===== config.mk =====
export PLATFORM = sky130hd
export DESIGN_NAME = gregorian_date_arithmetic_core
export DESIGN_NICKNAME = d
export VERILOG_FILES = /design/src/hdl/gda_pkg.sv /design/src/hdl/gregorian_date_arithmetic_core.sv
export VERILOG_INCLUDE_DIRS = /design/src /design/src/hdl
export SDC_FILE = /design/constraint.sdc
export NUM_CORES = 1
export LEC_CHECK = 0
export BUFFER_PORTS_ARGS = -buffer_cell sky130_fd_sc_hd__buf_4
export CELL_PAD_IN_SITES_DETAIL_PLACEMENT = 0
export CELL_PAD_IN_SITES_GLOBAL_PLACEMENT = 1
export CORE_MARGIN = 2
export CORE_UTILIZATION = 40
export CTS_CLUSTER_DIAMETER = 150
export DETAILED_ROUTE_END_ITERATION = 10
export PLACE_DENSITY_LB_ADDON = 0.1
export SETUP_SLACK_MARGIN = 0.5
export SYNTH_ARGS = -nofsm -noshare
export SYNTH_HDL_FRONTEND = slang
export SYNTH_SLANG_ARGS = --single-unit

===== constraint.sdc =====
create_clock -name aclk -period 11.4 [get_ports aclk]
set_input_delay 1.14 -clock aclk [delete_from_list [all_inputs] [get_ports aclk]]
set_output_delay 1.14 -clock aclk [all_outputs]
set_load 0.1 [all_outputs]

===== src/hdl/gregorian_date_arithmetic_core_assert.svh =====
// Assertion macros for the date core; clock aclk, reset aresetn.
`ifndef GREGORIAN_DATE_ARITHMETIC_CORE_ASSERT_SVH
`define GREGORIAN_DATE_ARITHMETIC_CORE_ASSERT_SVH

// Same-cycle implication.
`define GDA_ASSERT_NOW(label, ante, cons, msg) \
    label: assert property (@(posedge aclk) disable iff (!aresetn) (ante) |-> (cons)) \
        else $error(msg);

// Next-cycle implication.
`define GDA_ASSERT_NEXT(label, ante, cons, msg) \
    label: assert property (@(posedge aclk) disable iff (!aresetn) (ante) |=> (cons)) \
        else $error(msg);

`endif


===== src/hdl/gda_pkg.sv =====
package gda_pkg;

    localparam int OFFSET_WIDTH = 21;

    localparam int YEAR_W  = 14;
    localparam int MONTH_W = 4;
    localparam int DAY_W   = 5;
    localparam int OFFS_W  = 21;
    localparam int DIFF_W  = 22;
    localparam int STAT_W  = 2;
    localparam int ACC_W   = 24;
    localparam int PC_W    = 5;
    localparam int K_W     = 5;

    localparam int IN_YEAR_LO   = 0;
    localparam int IN_MONTH_LO  = IN_YEAR_LO + YEAR_W;
    localparam int IN_DAY_LO    = IN_MONTH_LO + MONTH_W;
    localparam int IN_OFFS_LO   = IN_DAY_LO + DAY_W;
    localparam int IN_OYEAR_LO  = IN_OFFS_LO + OFFS_W;
    localparam int IN_OMONTH_LO = IN_OYEAR_LO + YEAR_W;
    localparam int IN_ODAY_LO   = IN_OMONTH_LO + MONTH_W;
    localparam int IN_USED      = IN_ODAY_LO + DAY_W;
    localparam int S_DATA_W     = ((IN_USED + 7) / 8) * 8;

    localparam int OUT_USED = YEAR_W + MONTH_W + DAY_W + DIFF_W + 2;
    localparam int M_DATA_W = ((OUT_USED + 7) / 8) * 8;

    localparam logic [YEAR_W-1:0]         MAX_YEAR   = YEAR_W'(9999);
    localparam logic [MONTH_W-1:0]        MONTHS     = MONTH_W'(12);
    localparam logic [MONTH_W-1:0]        FEBRUARY   = MONTH_W'(2);
    localparam logic signed [ACC_W-1:0]   SERIAL_END = ACC_W'(3652059);

    localparam logic [4:0] MONTH_LEN [16] = '{
        5'd0, 5'd31, 5'd28, 5'd31, 5'd30, 5'd31, 5'd30, 5'd31,
        5'd31, 5'd30, 5'd31, 5'd30, 5'd31, 5'd0, 5'd0, 5'd0
    };

    localparam logic [8:0] CUM_DAYS [16] = '{
        9'd0, 9'd0, 9'd31, 9'd59, 9'd90, 9'd120, 9'd151, 9'd181,
        9'd212, 9'd243, 9'd273, 9'd304, 9'd334, 9'd0, 9'd0, 9'd0
    };

    typedef enum logic [STAT_W-1:0] {
        STAT_OK      = 2'd0,
        STAT_INVALID = 2'd1,
        STAT_RANGE   = 2'd2
    } status_t;

    typedef enum logic [1:0] {U400, U100, U4, U1} unit_t;

    typedef enum logic {MODE_TO, MODE_FROM} mode_t;

    typedef enum logic [3:0] {
        OP_NOP, OP_LDP, OP_YLOOP, OP_ADDMD, OP_SAVE, OP_ADDOFF, OP_LDY,
        OP_MSET, OP_MLOOP, OP_EMIT0, OP_EMIT1, OP_EMITINV, OP_EMITRNG
    } op_t;

    typedef enum logic [2:0] {
        J_NONE, J_YM_BAD, J_DAY_BAD, J_K1_SECOND, J_K1_FIRST, J_RANGE
    } jump_t;

    typedef struct packed {
        op_t              op;
        jump_t            jump;
        unit_t            unit;
        mode_t            mode;
        logic [PC_W-1:0]  target;
    } uword_t;

    localparam logic [PC_W-1:0] PC_CHECK   = PC_W'(0);
    localparam logic [PC_W-1:0] PC_DIFF    = PC_W'(19);
    localparam logic [PC_W-1:0] PC_ERR_INV = PC_W'(20);
    localparam logic [PC_W-1:0] PC_ERR_RNG = PC_W'(21);

    function automatic logic [4:0] dim(input logic [MONTH_W-1:0] month, input logic leap);
        return MONTH_LEN[month] + 5'(month == FEBRUARY && leap);
    endfunction

    function automatic logic [8:0] unit_years(input unit_t u);
        logic [8:0] r;
        case (u)
            U400:    r = 9'd400;
            U100:    r = 9'd100;
            U4:      r = 9'd4;
            default: r = 9'd1;
        endcase
        return r;
    endfunction

    function automatic logic [17:0] unit_days(input unit_t u);
        logic [17:0] r;
        case (u)
            U400:    r = 18'd146097;
            U100:    r = 18'd36524;
            U4:      r = 18'd1461;
            default: r = 18'd365;
        endcase
        return r;
    endfunction

    function automatic uword_t mk(input op_t op, input jump_t jump, input unit_t unit,
                                  input mode_t mode, input logic [PC_W-1:0] target);
        uword_t w;
        w.op     = op;
        w.jump   = jump;
        w.unit   = unit;
        w.mode   = mode;
        w.target = target;
        return w;
    endfunction

    // Serial of a date: years via 400/100/4/1 blocks, then month table and day.
    // Offset: add, range check, then peel blocks back off and walk months.
    function automatic uword_t ucode(input logic [PC_W-1:0] pc);
        uword_t w;
        case (pc)
            5'd0:    w = mk(OP_NOP,     J_YM_BAD,    U400, MODE_TO,   PC_ERR_INV);
            5'd1:    w = mk(OP_LDP,     J_NONE,      U400, MODE_TO,   PC_CHECK);
            5'd2:    w = mk(OP_YLOOP,   J_NONE,      U400, MODE_TO,   PC_CHECK);
            5'd3:    w = mk(OP_YLOOP,   J_NONE,      U100, MODE_TO,   PC_CHECK);
            5'd4:    w = mk(OP_YLOOP,   J_NONE,      U4,   MODE_TO,   PC_CHECK);
            5'd5:    w = mk(OP_YLOOP,   J_NONE,      U1,   MODE_TO,   PC_CHECK);
            5'd6:    w = mk(OP_ADDMD,   J_DAY_BAD,   U400, MODE_TO,   PC_ERR_INV);
            5'd7:    w = mk(OP_NOP,     J_K1_SECOND, U400, MODE_TO,   PC_DIFF);
            5'd8:    w = mk(OP_SAVE,    J_K1_FIRST,  U400, MODE_TO,   PC_CHECK);
            5'd9:    w = mk(OP_ADDOFF,  J_NONE,      U400, MODE_TO,   PC_CHECK);
            5'd10:   w = mk(OP_NOP,     J_RANGE,     U400, MODE_TO,   PC_ERR_RNG);
            5'd11:   w = mk(OP_LDY,     J_NONE,      U400, MODE_FROM, PC_CHECK);
            5'd12:   w = mk(OP_YLOOP,   J_NONE,      U400, MODE_FROM, PC_CHECK);
            5'd13:   w = mk(OP_YLOOP,   J_NONE,      U100, MODE_FROM, PC_CHECK);
            5'd14:   w = mk(OP_YLOOP,   J_NONE,      U4,   MODE_FROM, PC_CHECK);
            5'd15:   w = mk(OP_YLOOP,   J_NONE,      U1,   MODE_FROM, PC_CHECK);
            5'd16:   w = mk(OP_MSET,    J_NONE,      U400, MODE_FROM, PC_CHECK);
            5'd17:   w = mk(OP_MLOOP,   J_NONE,      U400, MODE_FROM, PC_CHECK);
            5'd18:   w = mk(OP_EMIT0,   J_NONE,      U400, MODE_FROM, PC_CHECK);
            5'd19:   w = mk(OP_EMIT1,   J_NONE,      U400, MODE_TO,   PC_CHECK);
            5'd20:   w = mk(OP_EMITINV, J_NONE,      U400, MODE_TO,   PC_CHECK);
            5'd21:   w = mk(OP_EMITRNG, J_NONE,      U400, MODE_TO,   PC_CHECK);
            default: w = mk(OP_EMITINV, J_NONE,      U400, MODE_TO,   PC_CHECK);
        endcase
        return w;
    endfunction

endpackage


===== src/hdl/gregorian_date_arithmetic_core.sv =====
// channel | dir | handshake           | payload
// s_*     | in  | s_tvalid / s_tready | tdata: both dates and day offset, tuser: kind
// m_*     | out | m_tvalid / m_tready | tdata: date, day distance, flags, tuser: status
// One request at a time; the run time of an offset or a difference is set by the
// subtract loops of the year/month step unit under the microcode.
// Reset (aresetn low, synchronous) idles the sequencer and empties the output register.
// A finished result waits in the output register while the next word is accepted;
// the sequencer holds on its emit step while that register is full and m_tready is low.
`include "gregorian_date_arithmetic_core_assert.svh"

module gregorian_date_arithmetic_core
    import gda_pkg::*;
(
    input  logic                aclk,
    input  logic                aresetn,
    input  logic                s_tvalid,
    output logic                s_tready,
    // year, month, day, offset_days, other_year, other_month, other_day, zero pad
    input  logic [S_DATA_W-1:0] s_tdata,
    // kind
    input  logic                s_tuser,
    output logic                m_tvalid,
    input  logic                m_tready,
    // out_year, out_month, out_day, days_between, first_is_greater, dates_equal, zero pad
    output logic [M_DATA_W-1:0] m_tdata,
    // status
    output logic [STAT_W-1:0]   m_tuser
);

    logic                             kind_reg;
    logic [YEAR_W-1:0]                y1_reg, y2_reg;
    logic [MONTH_W-1:0]               m1_reg, m2_reg;
    logic [DAY_W-1:0]                 d1_reg, d2_reg;
    logic signed [OFFSET_WIDTH-1:0]   off_reg;

    logic                             busy_reg, busy_next;
    logic [PC_W-1:0]                  pc_reg, pc_next;
    logic                             sel_reg, sel_next;
    logic [YEAR_W-1:0]                y_reg, y_next;
    logic [MONTH_W-1:0]               m_reg, m_next;
    logic signed [ACC_W-1:0]          a_reg, a_next;
    logic signed [ACC_W-1:0]          sa_reg, sa_next;
    logic [K_W-1:0]                   k_reg, k_next;
    logic                             cent3_reg, cent3_next;
    logic                             c24_reg, c24_next;
    logic                             leap_reg, leap_next;

    logic                             m_tvalid_reg, m_tvalid_next;
    logic [YEAR_W-1:0]                oy_reg, oy_next;
    logic [MONTH_W-1:0]               om_reg, om_next;
    logic [DAY_W-1:0]                 od_reg, od_next;
    logic [DIFF_W-1:0]                diff_reg, diff_next;
    logic                             gt_reg, gt_next;
    logic                             eq_reg, eq_next;
    status_t                          st_reg, st_next;

    uword_t                           uw;
    logic                             accept;
    logic [YEAR_W-1:0]                cy;
    logic [MONTH_W-1:0]               cm;
    logic [DAY_W-1:0]                 cd;
    logic [YEAR_W-1:0]                yyrs;
    logic signed [ACC_W-1:0]          ydays;
    logic signed [ACC_W-1:0]          mdays;
    logic signed [ACC_W-1:0]          off_ext;
    logic [4:0]                       cur_len;
    logic                             capped;
    logic                             take_y;
    logic                             take_m;
    logic                             jump_hit;
    logic                             emit_op;
    logic                             emit_ok;
    logic                             hold_pc;
    logic                             first_gt;

    assign uw       = ucode(pc_reg);
    assign accept   = s_tvalid && s_tready;
    assign s_tready = !busy_reg;

    assign cy = sel_reg ? y2_reg : y1_reg;
    assign cm = sel_reg ? m2_reg : m1_reg;
    assign cd = sel_reg ? d2_reg : d1_reg;

    assign yyrs    = YEAR_W'(unit_years(uw.unit));
    assign ydays   = ACC_W'(unit_days(uw.unit));
    assign mdays   = ACC_W'(dim(m_reg, leap_reg));
    assign off_ext = ACC_W'(off_reg);
    assign cur_len = dim(cm, leap_reg);
    assign capped  = (uw.unit == U100 || uw.unit == U1) && k_reg == K_W'(3);
    assign take_y  = (uw.mode == MODE_TO) ? (y_reg >= yyrs) : (!capped && a_reg >= ydays);
    assign take_m  = m_reg < MONTHS && a_reg >= mdays;
    assign first_gt = sa_reg > a_reg;

    assign emit_op = uw.op == OP_EMIT0 || uw.op == OP_EMIT1 ||
                     uw.op == OP_EMITINV || uw.op == OP_EMITRNG;
    assign emit_ok = !m_tvalid_reg || m_tready;
    assign hold_pc = (uw.op == OP_YLOOP && take_y) || (uw.op == OP_MLOOP && take_m);

    always_comb begin
        case (uw.jump)
            J_YM_BAD:    jump_hit = cy == '0 || cy > MAX_YEAR || cm == '0 || cm > MONTHS;
            J_DAY_BAD:   jump_hit = cd == '0 || cd > cur_len;
            J_K1_SECOND: jump_hit = kind_reg && sel_reg;
            J_K1_FIRST:  jump_hit = kind_reg && !sel_reg;
            J_RANGE:     jump_hit = a_reg < 0 || a_reg >= SERIAL_END;
            default:     jump_hit = 1'b0;
        endcase
    end

    always_comb begin
        busy_next     = busy_reg;
        pc_next       = pc_reg;
        sel_next      = sel_reg;
        y_next        = y_reg;
        m_next        = m_reg;
        a_next        = a_reg;
        sa_next       = sa_reg;
        k_next        = k_reg;
        cent3_next    = cent3_reg;
        c24_next      = c24_reg;
        leap_next     = leap_reg;
        m_tvalid_next = m_tvalid_reg && !m_tready;
        oy_next       = oy_reg;
        om_next       = om_reg;
        od_next       = od_reg;
        diff_next     = diff_reg;
        gt_next       = gt_reg;
        eq_next       = eq_reg;
        st_next       = st_reg;

        if (busy_reg && !(emit_op && !emit_ok)) begin
            case (uw.op)
                OP_LDP: begin
                    y_next = cy - YEAR_W'(1);
                    a_next = '0;
                    k_next = '0;
                end
                OP_YLOOP: begin
                    if (take_y) begin
                        k_next = k_reg + K_W'(1);
                        if (uw.mode == MODE_TO) begin
                            y_next = y_reg - yyrs;
                            a_next = a_reg + ydays;
                        end else begin
                            y_next = y_reg + yyrs;
                            a_next = a_reg - ydays;
                        end
                    end else begin
                        k_next = '0;
                        case (uw.unit)
                            U100:    cent3_next = k_reg == K_W'(3);
                            U4:      c24_next = k_reg == K_W'(24);
                            U1:      leap_next = k_reg == K_W'(3) && (!c24_reg || cent3_reg);
                            default: ;
                        endcase
                    end
                end
                OP_ADDMD: begin
                    a_next = a_reg + ACC_W'(CUM_DAYS[cm])
                           + ACC_W'(leap_reg && cm > FEBRUARY) + ACC_W'(cd) - ACC_W'(1);
                end
                OP_SAVE: begin
                    sa_next  = a_reg;
                    sel_next = kind_reg;
                end
                OP_ADDOFF: begin
                    a_next = a_reg + off_ext;
                end
                OP_LDY: begin
                    y_next = YEAR_W'(1);
                    k_next = '0;
                end
                OP_MSET: begin
                    m_next = MONTH_W'(1);
                end
                OP_MLOOP: begin
                    if (take_m) begin
                        a_next = a_reg - mdays;
                        m_next = m_reg + MONTH_W'(1);
                    end
                end
                OP_EMIT0: begin
                    oy_next   = y_reg;
                    om_next   = m_reg;
                    od_next   = a_reg[DAY_W-1:0] + DAY_W'(1);
                    diff_next = '0;
                    gt_next   = 1'b0;
                    eq_next   = 1'b0;
                    st_next   = STAT_OK;
                end
                OP_EMIT1: begin
                    oy_next   = '0;
                    om_next   = '0;
                    od_next   = '0;
                    diff_next = first_gt ? DIFF_W'(sa_reg - a_reg) : DIFF_W'(a_reg - sa_reg);
                    gt_next   = first_gt;
                    eq_next   = sa_reg == a_reg;
                    st_next   = STAT_OK;
                end
                OP_EMITINV, OP_EMITRNG: begin
                    oy_next   = '0;
                    om_next   = '0;
                    od_next   = '0;
                    diff_next = '0;
                    gt_next   = 1'b0;
                    eq_next   = 1'b0;
                    st_next   = (uw.op == OP_EMITINV) ? STAT_INVALID : STAT_RANGE;
                end
                default: ;
            endcase

            if (emit_op) begin
                m_tvalid_next = 1'b1;
                busy_next     = 1'b0;
                pc_next       = PC_CHECK;
            end else if (!hold_pc) begin
                pc_next = jump_hit ? uw.target : pc_reg + PC_W'(1);
            end
        end

        if (accept) begin
            busy_next = 1'b1;
            pc_next   = PC_CHECK;
            sel_next  = 1'b0;
        end
    end

    always_ff @(posedge aclk) begin
        if (!aresetn) begin
            busy_reg     <= 1'b0;
            pc_reg       <= PC_CHECK;
            m_tvalid_reg <= 1'b0;
        end else begin
            busy_reg     <= busy_next;
            pc_reg       <= pc_next;
            m_tvalid_reg <= m_tvalid_next;
        end
    end

    always_ff @(posedge aclk) begin
        sel_reg   <= sel_next;
        y_reg     <= y_next;
        m_reg     <= m_next;
        a_reg     <= a_next;
        sa_reg    <= sa_next;
        k_reg     <= k_next;
        cent3_reg <= cent3_next;
        c24_reg   <= c24_next;
        leap_reg  <= leap_next;
        oy_reg    <= oy_next;
        om_reg    <= om_next;
        od_reg    <= od_next;
        diff_reg  <= diff_next;
        gt_reg    <= gt_next;
        eq_reg    <= eq_next;
        st_reg    <= st_next;
        if (accept) begin
            kind_reg <= s_tuser;
            y1_reg   <= s_tdata[IN_YEAR_LO +: YEAR_W];
            m1_reg   <= s_tdata[IN_MONTH_LO +: MONTH_W];
            d1_reg   <= s_tdata[IN_DAY_LO +: DAY_W];
            off_reg  <= s_tdata[IN_OFFS_LO +: OFFSET_WIDTH];
            y2_reg   <= s_tdata[IN_OYEAR_LO +: YEAR_W];
            m2_reg   <= s_tdata[IN_OMONTH_LO +: MONTH_W];
            d2_reg   <= s_tdata[IN_ODAY_LO +: DAY_W];
        end
    end

    assign m_tvalid = m_tvalid_reg;
    assign m_tdata  = {{(M_DATA_W - OUT_USED){1'b0}}, eq_reg, gt_reg, diff_reg,
                       od_reg, om_reg, oy_reg};
    assign m_tuser  = st_reg;

    `GDA_ASSERT_NEXT(a_accept_starts, s_tvalid && s_tready, busy_reg, "accepted word did not start the sequencer")
    `GDA_ASSERT_NOW(a_idle_pc, !busy_reg, pc_reg == PC_CHECK, "idle sequencer off its entry step")
    `GDA_ASSERT_NOW(a_second_pass_kind, busy_reg && sel_reg, kind_reg, "second date pass on an offset request")
    `GDA_ASSERT_NOW(a_equal_zero, m_tvalid_reg && eq_reg, diff_reg == '0 && st_reg == STAT_OK, "equal dates with nonzero distance")
    `GDA_ASSERT_NOW(a_month_walk, busy_reg && uw.op == OP_MLOOP, m_reg != '0 && m_reg <= MONTHS, "month walk out of range")

endmodule

==> results.md <==
* Status: completed
* Synth async-reset ratio at 0%
* Setup WS pre-CTS at approximately 4.2 ns
* Post-Synthesis Mean Instance Area at just over 9 um^2
* Die Width at 218 um
* Hold Fails Final Rpt at 0
* First DRT Iteration DRCs at around 1200
* Final Worst Setup Slack at a little over 4 ns
* Root buf cell: clkbuf_16
* Worst-path cell chain: buf_4 > mux2i_1 > clkinv_1 > nand2_1 > a31oi_1 > ha_1 > ha_1 > inv_1 > ha_1 > ha_1 > o21ai_0 > a21oi_1 > o31ai_1 > a2111oi_1 > or3_1 > a21oi_1 > nand3_1 > a21oi_1 > ha_1 > nor3_1 > o41ai_1 > nor2_1 > o31ai_1 > a211o_1
* Worst-path maximum fanout at 47
* Row count at 78
* DR vias/cell at 5.63
* Global-route wire length before repair at 83500 um
* RePlAce Congestion at just under 0.9
* Gr ovfl total at 0
* Share of layout cells above drive strength 1 at 10.3%
* Post-CTS Setup Inserts at 0
* Vias in the first global route at ~15000
* Critical path class: reg -> reg
* Sink Count at 213
* Most common flop cell mapped by yosys: edfxtp_1
* Min Clock Period, post-route at 7.25 ns
* Total power after layout at about 2800 uW
* Least-Margin Pin Slew at ~1.2 ns
* Drt drc at 0
* Leakage power total at 0.00852 uW
* Total routing usage reported by global routing at a little under a quarter
* Worst-path clk slew at 0.06 ns
* DP HPWL at 42600 um
* Endpoints failing setup at 0
* Max Cap Viol at 0
* Mapped cell area at about 0.018 mm^2
* Synth-to-Final Area Change at 13.1%
* Initial core utilization at around two fifths
* Net switching power at about 1000 uW
* Max Clk Rate at 0.138 GHz
* Seq/Total Area, Yosys at between 30% and 40%
* Reg2reg setup slack at about 4.2 ns
* Startpoint types: flop
* CTS H-Tree Depth at 1
* CTS resizes at 0
* Final period util at 63.6%
* Port Buffers at ~120
* Setup TNS at 0 ns
* Number of synthesized flops with an enable pin at roughly 190
* Pwr/cell area at between 100 and 150 mW/mm^2
* Hold buffers post-CTS at 0
* Most frequent CP cell: ha_1
* Via count at ~15000
* TritonCTS clock tree: yes
* CP Capture Type: flop
* Antenna diode count at 0
* Clk buf depth at 3
* CP arrival at 7.74 ns
* TritonCTS Buffers at 27
* Ys Warns at 0
* Slew Limit Fails at 0
* Final hold slack at 0.538 ns
* Switching share of power at about a third
* Commonest non-fill, non-tap cells in the layout: ha_1 (238), edfxtp_1 (191), nor2_1 (165), inv_1 (155), a21oi_1 (141)
* TritonRoute pass-1 iters at 7
* Initial antenna violation count at 0
* Sequential Power Share at 35.1%
* Synth top area share at between 30% and 40%
* Post-synth cell types at 90
* FILL cells at 4499
* Area contributors post-synth: edfxtp_1 (31%), ha_1 (16%), xnor2_1 (4.3%)
* Post-route ant nets at 0
* Core ar. at between 0.04 and 0.05 mm^2
* Worst clock skew at 0.0245 ns
* Most common cell after layout, fill and taps aside: ha_1
* Worst path bufs/invs at 3
* Slowest CP cell: mux2i_1
* Int Pwr at ~1800 uW
* Synth Register Bits at roughly 210
* Crit-path max cell delay at a little over 0.8 ns
* Worst-Skew Late Latency at 0.56 ns
* WL/cell at 20.1 um
* I/O pins at roughly 130
* Synthesized Nets at 2293
* Largest net degree at the start of global routing at 66
* Top cell family by delay on the critical path: compound AO/OA/AOI/OAI gates
* Final layout net count at about 2400
* Comb pwr share at 34.7%
* Yosys top cell by area: edfxtp_1
* Final WL at ~54000 um
* Worst EP required at about 12 ns
* HP Class: reg -> reg
* Mapped Cells at roughly 2000
* Slew margin rel. at around 17%
* Die Area at 0.0474 mm^2
* Max VDD drop at about 0.11 mV
* Die Y at 218 um
* Clock power share at between 30% and 40%
* Unrepaired setup endpoints after global routing: false
-- worst paths after layout --
check,startpoint,to,cells past startpoint
worst max register to register,sel_reg,uw[12],24
worst max-delay path,sel_reg,uw[12],24
worst min register to register,pc_reg[1],pc_reg[1],2
worst min-delay path,pc_reg[1],pc_reg[1],2
-- power groups by stage --
stage               clock, uW  combinational, uW  sequential [uW]
detailed placement          0                954              991
finish                    842                966              976
floorplan                   0                721              962
global placement            0                950              990
CTS                       865                962              975
global route              890               1080              982
-- layout make-up --
cell class	count	area, um^2	share of cell area (%)
inverters	159	597	2.89
flip-flops and latches	213	6180	29.9
well taps	600	751	3.63
repair buffers	139	1040	5.05
clock buffers	35	736	3.56
clock inverters	14	131	0.635
multi-input cells	1530	11200	54.4
-- synth_stat cells, types with 10 or more instances --
cell type / instances
nor3_1: 45
and3_1: 21
mux2i_1: 37
inv_1: 155
nor2_1: 168
o21ai_0: 99
a21oi_1: 141
nand3_1: 43
clkbuf_1: 52
o21bai_1: 24
nand4_1: 18
a211oi_1: 20
xnor2_1: 89
nand2_1: 100
a221oi_1: 10
dfxtp_1: 22
o21a_1: 25
nor2b_1: 32
o31ai_1: 15
nand2b_1: 32
o211ai_1: 21
a21boi_0: 11
xor2_1: 31
ha_1: 238
and2_1: 37
o22ai_1: 31
a21o_1: 34
edfxtp_1: 191
fa_1: 10
a31oi_1: 17
-- worst reg2reg max path: stages (launching register included) --
cell and delay (ns):
dfxtp_2 0.31, buf_4 0.47, mux2i_1 0.87, clkinv_1 0.47
nand2_1 0.23, a31oi_1 0.10, ha_1 0.22, ha_1 0.18
inv_1 0.05, ha_1 0.23, ha_1 0.29, o21ai_0 0.17
a21oi_1 0.06, o31ai_1 0.57, a2111oi_1 0.25, or3_1 0.57
a21oi_1 0.21, nand3_1 0.13, a21oi_1 0.55, ha_1 0.38
nor3_1 0.10, o41ai_1 0.31, nor2_1 0.07, o31ai_1 0.23
a211o_1 0.17
-- kinds of logic after synthesis --
kind of cell,share of synthesized area [%]
simple gates,15.8
flops,33.8
buf+inv,4.91
fa+ha+maj,17.4
compound gates,19.7
mux,2.68
other cells,0.0205
xor+xnor,5.75
-- metal layers --
layer  part of all wire [%]  track usage [%]  up-vias
met1                     50             33.7     7227
met2                     43             34.0      397
met5                      0                0        -
met4                    2.6             5.94        0
li1                       -                -     7452
met3                    5.1             3.00       65
-- per-stage QoR --
stage / area (um^2) / cells / utilization [%]
after floorplan: 18300 / 1968 / -
after global placement: 19800 / 2641 / 43.8
after detailed placement: 19800 / 2641 / 43.8
after CTS: 20700 / 2690 / 45.7
after global routing: 20700 / 2690 / 45.7
final: 20700 / 2690 / 45.7
Power figures use the tool's default switching activity.
